File: config.mk
export PLATFORM = sky130hd
export DESIGN_NAME = array_insert_delete_engine
export DESIGN_NICKNAME = d
export VERILOG_FILES = /design/src/rtl/core/aide_pkg.sv /design/src/rtl/core/array_insert_delete_engine.sv /design/src/rtl/core/aide_mem.sv /design/src/rtl/core/aide_seq.sv
export SDC_FILE = /design/constraint.sdc
export NUM_CORES = 2
export LEC_CHECK = 0
export BUFFER_PORTS_ARGS = -buffer_cell sky130_fd_sc_hd__buf_2
export CORE_ASPECT_RATIO = 1.1
export CORE_MARGIN = 10
export CORE_UTILIZATION = 55
export CTS_CLUSTER_DIAMETER = 150
export DETAILED_ROUTE_END_ITERATION = 7
export PLACE_DENSITY = 0.71
export SLEW_MARGIN = 15
export SYNTH_ARGS = -nofsm -noshare
export SYNTH_HDL_FRONTEND = slang
export SYNTH_SLANG_ARGS = --single-unit
File: constraint.sdc
create_clock -name clk_i -period 15.2 [get_ports clk_i]
set_clock_uncertainty 0.1 [all_clocks]
set_input_delay 3.04 -clock clk_i [delete_from_list [all_inputs] [get_ports clk_i]]
set_output_delay 3.04 -clock clk_i [all_outputs]
set_load 0.02 [all_outputs]
File: src/rtl/core/aide_pkg.sv
// ----------------------------------------------------------------------------
// aide_pkg
// Shared widths, operation and status codes, and the result word type for
// the array insert/delete engine.
// ----------------------------------------------------------------------------
package aide_pkg;

  localparam int unsigned DepthDef  = 64;

  localparam int unsigned FuncW     = 2;
  localparam int unsigned ValueW    = 32;
  localparam int unsigned PosW      = 7;
  localparam int unsigned StatW     = 3;
  localparam int unsigned SlotW     = 6;
  localparam int unsigned CountW    = 7;
  localparam int unsigned InTdataW  = 40;
  localparam int unsigned OutTdataW = 48;

  typedef enum logic [FuncW-1:0] {
    FN_INSERT = 2'd0,
    FN_DELETE = 2'd1,
    FN_DUMP   = 2'd2
  } func_e;

  typedef enum logic [StatW-1:0] {
    STAT_INSERTED = 3'd0,
    STAT_DELETED  = 3'd1,
    STAT_NOTFOUND = 3'd2,
    STAT_REJECTED = 3'd3,
    STAT_ELEMENT  = 3'd4,
    STAT_EMPTY    = 3'd5
  } status_e;

  typedef struct packed {
    status_e           status;
    logic [ValueW-1:0] element;
    logic [SlotW-1:0]  slot;
    logic [CountW-1:0] count;
    logic              last;
  } res_t;

endpackage

File: src/rtl/core/array_insert_delete_engine.sv
// ----------------------------------------------------------------------------
// array_insert_delete_engine
// Packed array of signed words with insert at position, delete by value and
// full dump, held in one synchronous memory.
//
//   channel   dir  tdata                                   tuser    tlast
//   s_axis    in   value[31:0] position[38:32]             func     -
//   m_axis    out  element[31:0] slot[37:32] count[44:38]  status   last
//
// Inserts shift up the entries from the position, deletes search all held
// entries and dumps read them all; the single memory port pair walks one
// entry per cycle, in a dump only while m_axis does not stall.
// Rejected inserts, empty dumps skip the walk; unused opcodes give no result.
// Reset clears the element count; no clearing pass over the store.
// A new word is accepted while the last result still waits on m_axis.
// ----------------------------------------------------------------------------
module array_insert_delete_engine
  import aide_pkg::*;
#(
  parameter int unsigned DEPTH = DepthDef,
  localparam int unsigned AW   = (DEPTH > 1) ? $clog2(DEPTH) : 1
) (
  input  logic                 clk_i,
  input  logic                 rst_ni,
  input  logic                 s_axis_tvalid_i,
  output logic                 s_axis_tready_o,
  input  logic [InTdataW-1:0]  s_axis_tdata_i,  // value, position
  input  logic [FuncW-1:0]     s_axis_tuser_i,  // func
  output logic                 m_axis_tvalid_o,
  input  logic                 m_axis_tready_i,
  output logic [OutTdataW-1:0] m_axis_tdata_o,  // element, slot, count
  output logic [StatW-1:0]     m_axis_tuser_o,  // status
  output logic                 m_axis_tlast_o
);

  logic              mem_we;
  logic [AW-1:0]     mem_waddr;
  logic [ValueW-1:0] mem_wdata;
  logic              mem_re;
  logic [AW-1:0]     mem_raddr;
  logic [ValueW-1:0] mem_rdata;
  res_t              res;

  aide_seq #(
    .DEPTH (DEPTH)
  ) u_seq (
    .clk_i       (clk_i),
    .rst_ni      (rst_ni),
    .in_valid_i  (s_axis_tvalid_i),
    .in_ready_o  (s_axis_tready_o),
    .in_func_i   (s_axis_tuser_i),
    .in_value_i  (s_axis_tdata_i[ValueW-1:0]),
    .in_pos_i    (s_axis_tdata_i[ValueW+PosW-1:ValueW]),
    .out_valid_o (m_axis_tvalid_o),
    .out_ready_i (m_axis_tready_i),
    .out_o       (res),
    .mem_we_o    (mem_we),
    .mem_waddr_o (mem_waddr),
    .mem_wdata_o (mem_wdata),
    .mem_re_o    (mem_re),
    .mem_raddr_o (mem_raddr),
    .mem_rdata_i (mem_rdata)
  );

  aide_mem #(
    .DEPTH (DEPTH)
  ) u_mem (
    .clk_i   (clk_i),
    .we_i    (mem_we),
    .waddr_i (mem_waddr),
    .wdata_i (mem_wdata),
    .re_i    (mem_re),
    .raddr_i (mem_raddr),
    .rdata_o (mem_rdata)
  );

  assign m_axis_tdata_o = {
    (OutTdataW - ValueW - SlotW - CountW)'(0), res.count, res.slot, res.element
  };
  assign m_axis_tuser_o = res.status;
  assign m_axis_tlast_o = res.last;

endmodule

File: src/rtl/core/aide_mem.sv
// ----------------------------------------------------------------------------
// aide_mem
// Element store: one write port, one read port, registered read data.
// ----------------------------------------------------------------------------
module aide_mem
  import aide_pkg::*;
#(
  parameter int unsigned DEPTH = DepthDef,
  localparam int unsigned AW   = (DEPTH > 1) ? $clog2(DEPTH) : 1
) (
  input  logic              clk_i,
  input  logic              we_i,
  input  logic [AW-1:0]     waddr_i,
  input  logic [ValueW-1:0] wdata_i,
  input  logic              re_i,
  input  logic [AW-1:0]     raddr_i,
  output logic [ValueW-1:0] rdata_o
);

  logic [ValueW-1:0] mem_q [DEPTH];
  logic [ValueW-1:0] rdata_q;

  always_ff @(posedge clk_i) begin
    if (we_i) begin
      mem_q[waddr_i] <= wdata_i;
    end
  end

  always_ff @(posedge clk_i) begin
    if (re_i) begin
      rdata_q <= mem_q[raddr_i];
    end
  end

  assign rdata_o = rdata_q;

endmodule

File: src/rtl/core/aide_seq.sv
// ----------------------------------------------------------------------------
// aide_seq
// Operation sequencer: walks the store one entry per cycle for shifts,
// searches and dumps (bar output stalls), keeps the count and result register.
// ----------------------------------------------------------------------------
module aide_seq
  import aide_pkg::*;
#(
  parameter int unsigned DEPTH = DepthDef,
  localparam int unsigned AW   = (DEPTH > 1) ? $clog2(DEPTH) : 1,
  localparam int unsigned CW   = $clog2(DEPTH + 1)
) (
  input  logic              clk_i,
  input  logic              rst_ni,
  input  logic              in_valid_i,
  output logic              in_ready_o,
  input  logic [FuncW-1:0]  in_func_i,
  input  logic [ValueW-1:0] in_value_i,
  input  logic [PosW-1:0]   in_pos_i,
  output logic              out_valid_o,
  input  logic              out_ready_i,
  output res_t              out_o,
  output logic              mem_we_o,
  output logic [AW-1:0]     mem_waddr_o,
  output logic [ValueW-1:0] mem_wdata_o,
  output logic              mem_re_o,
  output logic [AW-1:0]     mem_raddr_o,
  input  logic [ValueW-1:0] mem_rdata_i
);

  typedef enum logic [5:0] {
    S_IDLE  = 6'b000001,
    S_INS   = 6'b000010,
    S_INSWR = 6'b000100,
    S_DEL   = 6'b001000,
    S_DUMP  = 6'b010000,
    S_RESP  = 6'b100000
  } state_e;

  state_e            state_q, state_d;
  logic [CW-1:0]     fill_q, fill_d;
  logic [AW-1:0]     ptr_q, ptr_d;
  logic [CW-1:0]     cnt_q, cnt_d;
  logic              pend_q, pend_d;
  logic [AW-1:0]     paddr_q, paddr_d;
  logic              found_q, found_d;
  logic [AW-1:0]     at_q, at_d;
  logic [ValueW-1:0] val_q, val_d;
  logic [AW-1:0]     pos_q, pos_d;
  status_e           rstat_q, rstat_d;
  logic [AW-1:0]     rslot_q, rslot_d;
  logic              out_valid_q, out_valid_d;
  res_t              out_q, out_d;
  logic              out_free;

  assign out_free    = !out_valid_q || out_ready_i;
  assign in_ready_o  = (state_q == S_IDLE);
  assign out_valid_o = out_valid_q;
  assign out_o       = out_q;

  always_comb begin
    state_d     = state_q;
    fill_d      = fill_q;
    ptr_d       = ptr_q;
    cnt_d       = cnt_q;
    pend_d      = pend_q;
    paddr_d     = paddr_q;
    found_d     = found_q;
    at_d        = at_q;
    val_d       = val_q;
    pos_d       = pos_q;
    rstat_d     = rstat_q;
    rslot_d     = rslot_q;
    out_valid_d = out_valid_q;
    out_d       = out_q;
    mem_we_o    = 1'b0;
    mem_waddr_o = paddr_q;
    mem_wdata_o = mem_rdata_i;
    mem_re_o    = 1'b0;
    mem_raddr_o = ptr_q;

    if (out_valid_q && out_ready_i) begin
      out_valid_d = 1'b0;
    end

    case (state_q)
      S_IDLE: begin
        if (in_valid_i) begin
          val_d  = in_value_i;
          pos_d  = in_pos_i[AW-1:0];
          pend_d = 1'b0;
          case (func_e'(in_func_i))
            FN_INSERT: begin
              if (in_pos_i > PosW'(fill_q) || fill_q >= CW'(DEPTH)) begin
                rstat_d = STAT_REJECTED;
                rslot_d = '0;
                state_d = S_RESP;
              end else begin
                ptr_d   = AW'(fill_q - CW'(1));
                cnt_d   = fill_q - CW'(in_pos_i);
                state_d = S_INS;
              end
            end
            FN_DELETE: begin
              ptr_d   = '0;
              cnt_d   = fill_q;
              found_d = 1'b0;
              state_d = S_DEL;
            end
            FN_DUMP: begin
              if (fill_q == '0) begin
                rstat_d = STAT_EMPTY;
                rslot_d = '0;
                state_d = S_RESP;
              end else begin
                ptr_d   = '0;
                cnt_d   = fill_q;
                state_d = S_DUMP;
              end
            end
            default: ;
          endcase
        end
      end

      // shift up: read entry i, write it to i+1 next cycle
      S_INS: begin
        if (pend_q) begin
          mem_we_o    = 1'b1;
          mem_waddr_o = paddr_q;
        end
        if (cnt_q != '0) begin
          mem_re_o = 1'b1;
          paddr_d  = ptr_q + AW'(1);
          ptr_d    = ptr_q - AW'(1);
          cnt_d    = cnt_q - CW'(1);
          pend_d   = 1'b1;
        end else begin
          pend_d  = 1'b0;
          state_d = S_INSWR;
        end
      end

      S_INSWR: begin
        mem_we_o    = 1'b1;
        mem_waddr_o = pos_q;
        mem_wdata_o = val_q;
        fill_d      = fill_q + CW'(1);
        rstat_d     = STAT_INSERTED;
        rslot_d     = pos_q;
        state_d     = S_RESP;
      end

      // search, then the same reads move later entries down by one
      S_DEL: begin
        if (pend_q) begin
          if (found_q) begin
            mem_we_o    = 1'b1;
            mem_waddr_o = paddr_q - AW'(1);
          end else if (mem_rdata_i == val_q) begin
            found_d = 1'b1;
            at_d    = paddr_q;
          end
        end
        if (cnt_q != '0) begin
          mem_re_o = 1'b1;
          paddr_d  = ptr_q;
          ptr_d    = ptr_q + AW'(1);
          cnt_d    = cnt_q - CW'(1);
          pend_d   = 1'b1;
        end else begin
          pend_d = 1'b0;
          if (!pend_q) begin
            if (found_q) begin
              fill_d  = fill_q - CW'(1);
              rstat_d = STAT_DELETED;
              rslot_d = at_q;
            end else begin
              rstat_d = STAT_NOTFOUND;
              rslot_d = '0;
            end
            state_d = S_RESP;
          end
        end
      end

      S_DUMP: begin
        if (!pend_q || out_free) begin
          if (pend_q) begin
            out_valid_d   = 1'b1;
            out_d.status  = STAT_ELEMENT;
            out_d.element = mem_rdata_i;
            out_d.slot    = SlotW'(paddr_q);
            out_d.count   = CountW'(fill_q);
            out_d.last    = (cnt_q == '0);
          end
          if (cnt_q != '0) begin
            mem_re_o = 1'b1;
            paddr_d  = ptr_q;
            ptr_d    = ptr_q + AW'(1);
            cnt_d    = cnt_q - CW'(1);
            pend_d   = 1'b1;
          end else begin
            pend_d  = 1'b0;
            state_d = S_IDLE;
          end
        end
      end

      S_RESP: begin
        if (out_free) begin
          out_valid_d   = 1'b1;
          out_d.status  = rstat_q;
          out_d.element = '0;
          out_d.slot    = SlotW'(rslot_q);
          out_d.count   = CountW'(fill_q);
          out_d.last    = 1'b1;
          state_d       = S_IDLE;
        end
      end

      default: state_d = S_IDLE;
    endcase
  end

  always_ff @(posedge clk_i or negedge rst_ni) begin
    if (!rst_ni) begin
      state_q     <= S_IDLE;
      fill_q      <= '0;
      cnt_q       <= '0;
      pend_q      <= 1'b0;
      found_q     <= 1'b0;
      out_valid_q <= 1'b0;
    end else begin
      state_q     <= state_d;
      fill_q      <= fill_d;
      cnt_q       <= cnt_d;
      pend_q      <= pend_d;
      found_q     <= found_d;
      out_valid_q <= out_valid_d;
    end
  end

  always_ff @(posedge clk_i) begin
    ptr_q   <= ptr_d;
    paddr_q <= paddr_d;
    at_q    <= at_d;
    val_q   <= val_d;
    pos_q   <= pos_d;
    rstat_q <= rstat_d;
    rslot_q <= rslot_d;
    out_q   <= out_d;
  end

endmodule

# == Yosys cells after proc, flatten, opt, wreduce, memory -nomap -nowiden ==
# Memories as Yosys holds them, arrays and structs flattened. A register that Yosys moved wholly into a read port is not among the register bits.
# Cells that the tools add are included.
# W data, S select, Z words.
# word_totals
regBits,137
mem_bits_rw,2048
input_bits,46
out_inout_bits,54
mem_count,1
# classes
n_addsub,7
n_lt_le_gt_ge,2
eq_ne,27
n_mux,81
bitwise,1
n_reduce_logical,29
# memory_table
name,depth,width,rd,rd_ports_with_merged_regs,wr,line,source
u_mem.mem_q,64,32,1,1,1,aide_mem.sv:20,logic [ValueW-1:0] mem_q [DEPTH];
# op_table
cell,count
$mux W6,26
$mux W49,3
$pmux W49 S2,1
$pmux W6 S3,4
$mux W7,8
$pmux W7 S3,2
$pmux W6 S6,1
$eq A32 B32 Y1,1
$mux W32,1
$pmux W6 S2,2
$pmux W6 S4,1
$mux W1,18
$reduce_and A4 Y1,4
$mux W3,5
$logic_not A7 Y1,2
$ne A2 B1 Y1 const B,7
$pmux W7 S2,1
$reduce_and A7 Y1,2
$sub A7 B1 Y7 const B,2
$sub A6 B1 Y6 const B,2
$ne A2 B2 Y1 const B,5
$pmux W3 S3,1
$reduce_bool A3 Y1,3
$reduce_and A8 Y1,1
other kinds (33),44

# == Logic depth before layout (Yosys ltp) ==
# depth
depth_word,6
depth_mapped,12
ltp_nobuf,9

# == Cells and area by module ==
# Synthesis repeated with hierarchy kept, for this count alone.
# unflattened
cells_unflattened,4166
hier_area_um2,86485.4
# by_module_without_submodules
mod,instances,cells_each,area_per_inst_um2,seq_area_each_um2
aide_mem,1,3511,79359.9,62459.9
aide_seq,1,651,7099.3,4000.1
array_insert_delete_engine,1,4,26.3,0.0

# == Worst setup path after synthesis ==
# Ideal clock, no wire load.
# synth_timing
path_type,in2reg
from,in m_axis_tready_i
to,"reg u_seq.out_q, in the netlist u_seq.out_o[0], enable pin"
setup_time_ns,0.456
t_arrival_ns,5.146
path_slack_ns,9.499
stages,2
cell_sequence,nor2b_1 > nor2_1
# synth_via
elab_chain_len,4
word_cells_on_any_way,5
classes_between,eq/ne: 2; reduce/logical: 3
# synth_lines
element,line,source
from (decl),array_insert_delete_engine.sv:30,"input logic m_axis_tready_i,"
$logic_or A1 B1 Y1 *,aide_seq.sv:56,assign out_free = !out_valid_q || out_ready_i;
$logic_or A1 B1 Y1,aide_seq.sv:188,if (!pend_q || out_free) begin
$ne A2 B1 Y1 (no line),-,
$reduce_and A4 Y1 (no line) *,-,
to (signal assigned),aide_seq.sv:252,out_q <= out_d;
to (decl),aide_seq.sv:53,"res_t out_q, out_d;"
# Mark *: on every way between the ends. The rest lies on a longest branch, timed or not.
# A chain may end at the register's enable or synchronous reset.

# == Worst setup path in the final report ==
# layout_timing
from,reg u_seq.state_q[3]
to,out s_axis_tready_o
# layout_via
elab_chain_len,1
# layout_lines
element,line,source
from (decl),aide_seq.sv:40,"state_e state_q, state_d;"
from (signal assigned),aide_seq.sv:235,state_q <= state_d;
$eq A6 B1 Y1,aide_seq.sv:57,assign in_ready_o = (state_q == S_IDLE);
to (decl),array_insert_delete_engine.sv:26,"output logic s_axis_tready_o,"
# No other way between the ends.

==> flow_summary.toml <==
[route]
ant_nets = 0
first_pass_iters = 6
vias = 43093
drt-initial-drc-count = 5788
wire_per_inst_um = 33.9
drt-vias-per-instance = 6.63
wirelength_mm = 220
drcViolationCount = 0

[yosys]
syn_area_sq_mm = 0.0862
synth_area_leaders = "edfxtp_1 76%, mux4_2 14%, mux2i_1 1.2%, nand2_1 0.92%, dfrtp_1 0.64%"
synth.most_common_cell = "edfxtp_1"
synthFlopType = "edfxtp_1"
ys_warn_count = 0
seq_area_frac_synth_pct = 77.1
avgSynthCellArea_sq_um = 21.4
synth_edf_count = 2194
syn_inst = 4032
yosys.area.top_type = "edfxtp_1"
synth_top_area_share_pct = 76.4
synth-seq-cells = 2217
synth_cell_types = 81
yosys-top-cells-count = "2,194 x edfxtp_1, 544 x mux4_2, 211 x nand2_1, 107 x clkbuf_1, 101 x mux2i_1"
async_reset_ff_share_pct = 1.04

[floorplan]
fp.dieW_um = 398
io_pins = 100
core-area_sq_mm = 0.156
rows = 152
dieArea_sq_mm = 0.173
start_util_pct = 55.3
die_h_um = 435

[setup_path]
startpoint_type = "flop"
cp_data_required_time_ns = 12.06
end_kind = "output port"
worstPathArrival_ns = 2.70
critPathKind = "reg2out"
cp_max_fo = 8

[sta]
finalSetupTns_ns = 0
fin_crit_ns = 5.84
final_max_slew_viol_count = 0
setup_violations = 0
worstMarginPinSlew_ns = 1.41
period_share_pct = 38.4
hold_viol = 0
slew_headroom_pct = 5.33
rsz0062_at_grt = "no"
hold-worst-slack_ns = 0.421
max_freq_mhz = 171

[grt]
grt_pass1_vias = 42930
track_usage_pct = 25.2
globalRoute.totalOverflow = 0
antenna_found_initial = 12
grt_pass1_wl_mm = 313
grt_max_degree = 119

[placement]
placed_area_sq_mm = 0.0901
io_buffers = 95
gp_congestion = 0.879
dp_hpwl_mm = 124

[clock_network]
cts_buffers = 200
cts_root_buf = "clkbuf_16"
cts_setup_buffers = 0
clockBufferDepth = 3
htree_levels = 4
post_cts_resized = 0
clk_latency_ns = 0.83
path_clk_slew_ns = 0.06
postCtsHoldBufs = 0
tritoncts = "built"
cts_sinks = 2217

[status]
status = "finished, final reports clean"

[final_layout]
final_util_pct = 61.8
nFillCells = 10433
syn_to_final_growth_pct = 11.7
drive_gt1_share_pct = 26.5
finalInstanceArea_sq_mm = 0.0964
final_nets = 4327

[power]
ir_drop_mv = 0.161
power.total_mw = 15.1
powerDensity_mw_per_mm2 = 157
power.leakage_nw = 30.5

[hold_path]
hp-class = "reg2reg"

[job]
cap_violations = 0
-- final timing paths --
kind,start,to,slack (ns),cells past startpoint
max in group asynchronous,rst_ni,u_seq.cnt_q[4],12.54,1
setup / recovery,u_seq.state_q[3],s_axis_tready_o,9.36,4
min in group asynchronous,rst_ni,u_seq.pend_q,2.09,1
setup reg to reg,u_seq.state_q[4],u_mem.mem_q[17][18],9.66,7
hold reg to reg,u_seq.at_q[1],u_seq.rslot_q[1],0.42,2
hold / removal,u_seq.at_q[1],u_seq.rslot_q[1],0.42,2
-- cells by family (layout without fill, tap and decap cells) --
kind of cell / Yosys count / in the layout / share of synthesized area, %
flip-flops: 2217 / 2217 / 77.1
multiplexers: 645 / 645 / 15.4
AND/OR/NAND/NOR: 498 / 498 / 2.72
AO/OA/AOI/OAI: 353 / 353 / 2.77
buffers and inverters: 248 / 632 / 1.25
XOR/XNOR: 50 / 50 / 0.508
adder cells (fa/ha/maj): 20 / 20 / 0.299
other: 1 / 6 / 0.00435
-- layer usage --
| metal | global-route usage [%] | share of wire, % | vias to the layer above |
|---|---|---|---|
| met2 | 39.4 | 48 | 2519 |
| met3 | 5.90 | 10 | 440 |
| li1 | - | - | 17284 |
| met1 | 34.0 | 37 | 22838 |
| met5 | 0 | 0.039 | - |
| met4 | 11.5 | 4.9 | 12 |
-- cell type report --
class                           count  area (sq um)  area share (%)
Inverter                           30           118           0.122
Sequential cell                  2217         66500            69.0
Multi-Input combinational cell   1569         19300            20.0
Clock buffer                      261          5380            5.59
Clock inverter                     98           850           0.882
Tap cell                         2079          2600            2.70
Timing Repair Buffer              243          1660            1.72
Antenna cell                        3          7.51         0.00779
-- cell usage in the layout (no fill, tap or decap), types with 50 or more instances in the layout --
cell type	n
clkinv_1	50
clkbuf_16	207
nand2_1	179
buf_2	95
mux4_2	544
buf_4	142
o21ai_0	85
mux2i_1	101
clkbuf_1	54
edfxtp_1	2194
nor2_1	50
a21oi_1	53
nor2_4	50
-- power breakdown --
part           internal, mW  leakage (nW)  switching, mW
combinational          1.15          7.40           2.01
clock                  2.72          3.03           2.15
sequential             7.03          20.0         0.0838
total                  10.9          30.5           4.25
-- stage by stage --
step	setup slack (ns)	std cells
final	9.36	6500
after CTS	9.33	6497
after global placement	9.58	6138
after detailed placement	9.55	6138
after global routing	9.27	6497
after floorplan	9.50	4034
-- worst max-delay path: stages, from the launching register on --
cell	delay, ns
dfrtp_1	0.47
or4_4	0.56
or3b_1	0.51
clkinv_4	0.14
buf_2	0.18
-- registers in the layout, indices dropped and copies added, names as in the netlist --
| register | count |
|---|---|
| u_mem.rdata_o | 32 |
| u_seq.rslot_q | 6 |
| u_seq.state_q | 6 |
| u_seq.out_o | 49 |
| u_seq.found_q | 1 |
| u_mem.mem_q | 2048 |
| u_seq.at_q | 6 |
| u_seq.rstat_q | 3 |
| u_seq.out_valid_o | 1 |
| u_seq.fill_q | 7 |
| u_seq.pos_q | 6 |
| u_seq.cnt_q | 7 |
| u_seq.val_q | 32 |
| u_seq.mem_raddr_o | 6 |
| u_seq.pend_q | 1 |
| u_seq.paddr_q | 6 |
(Power assumes the default switching activity.)
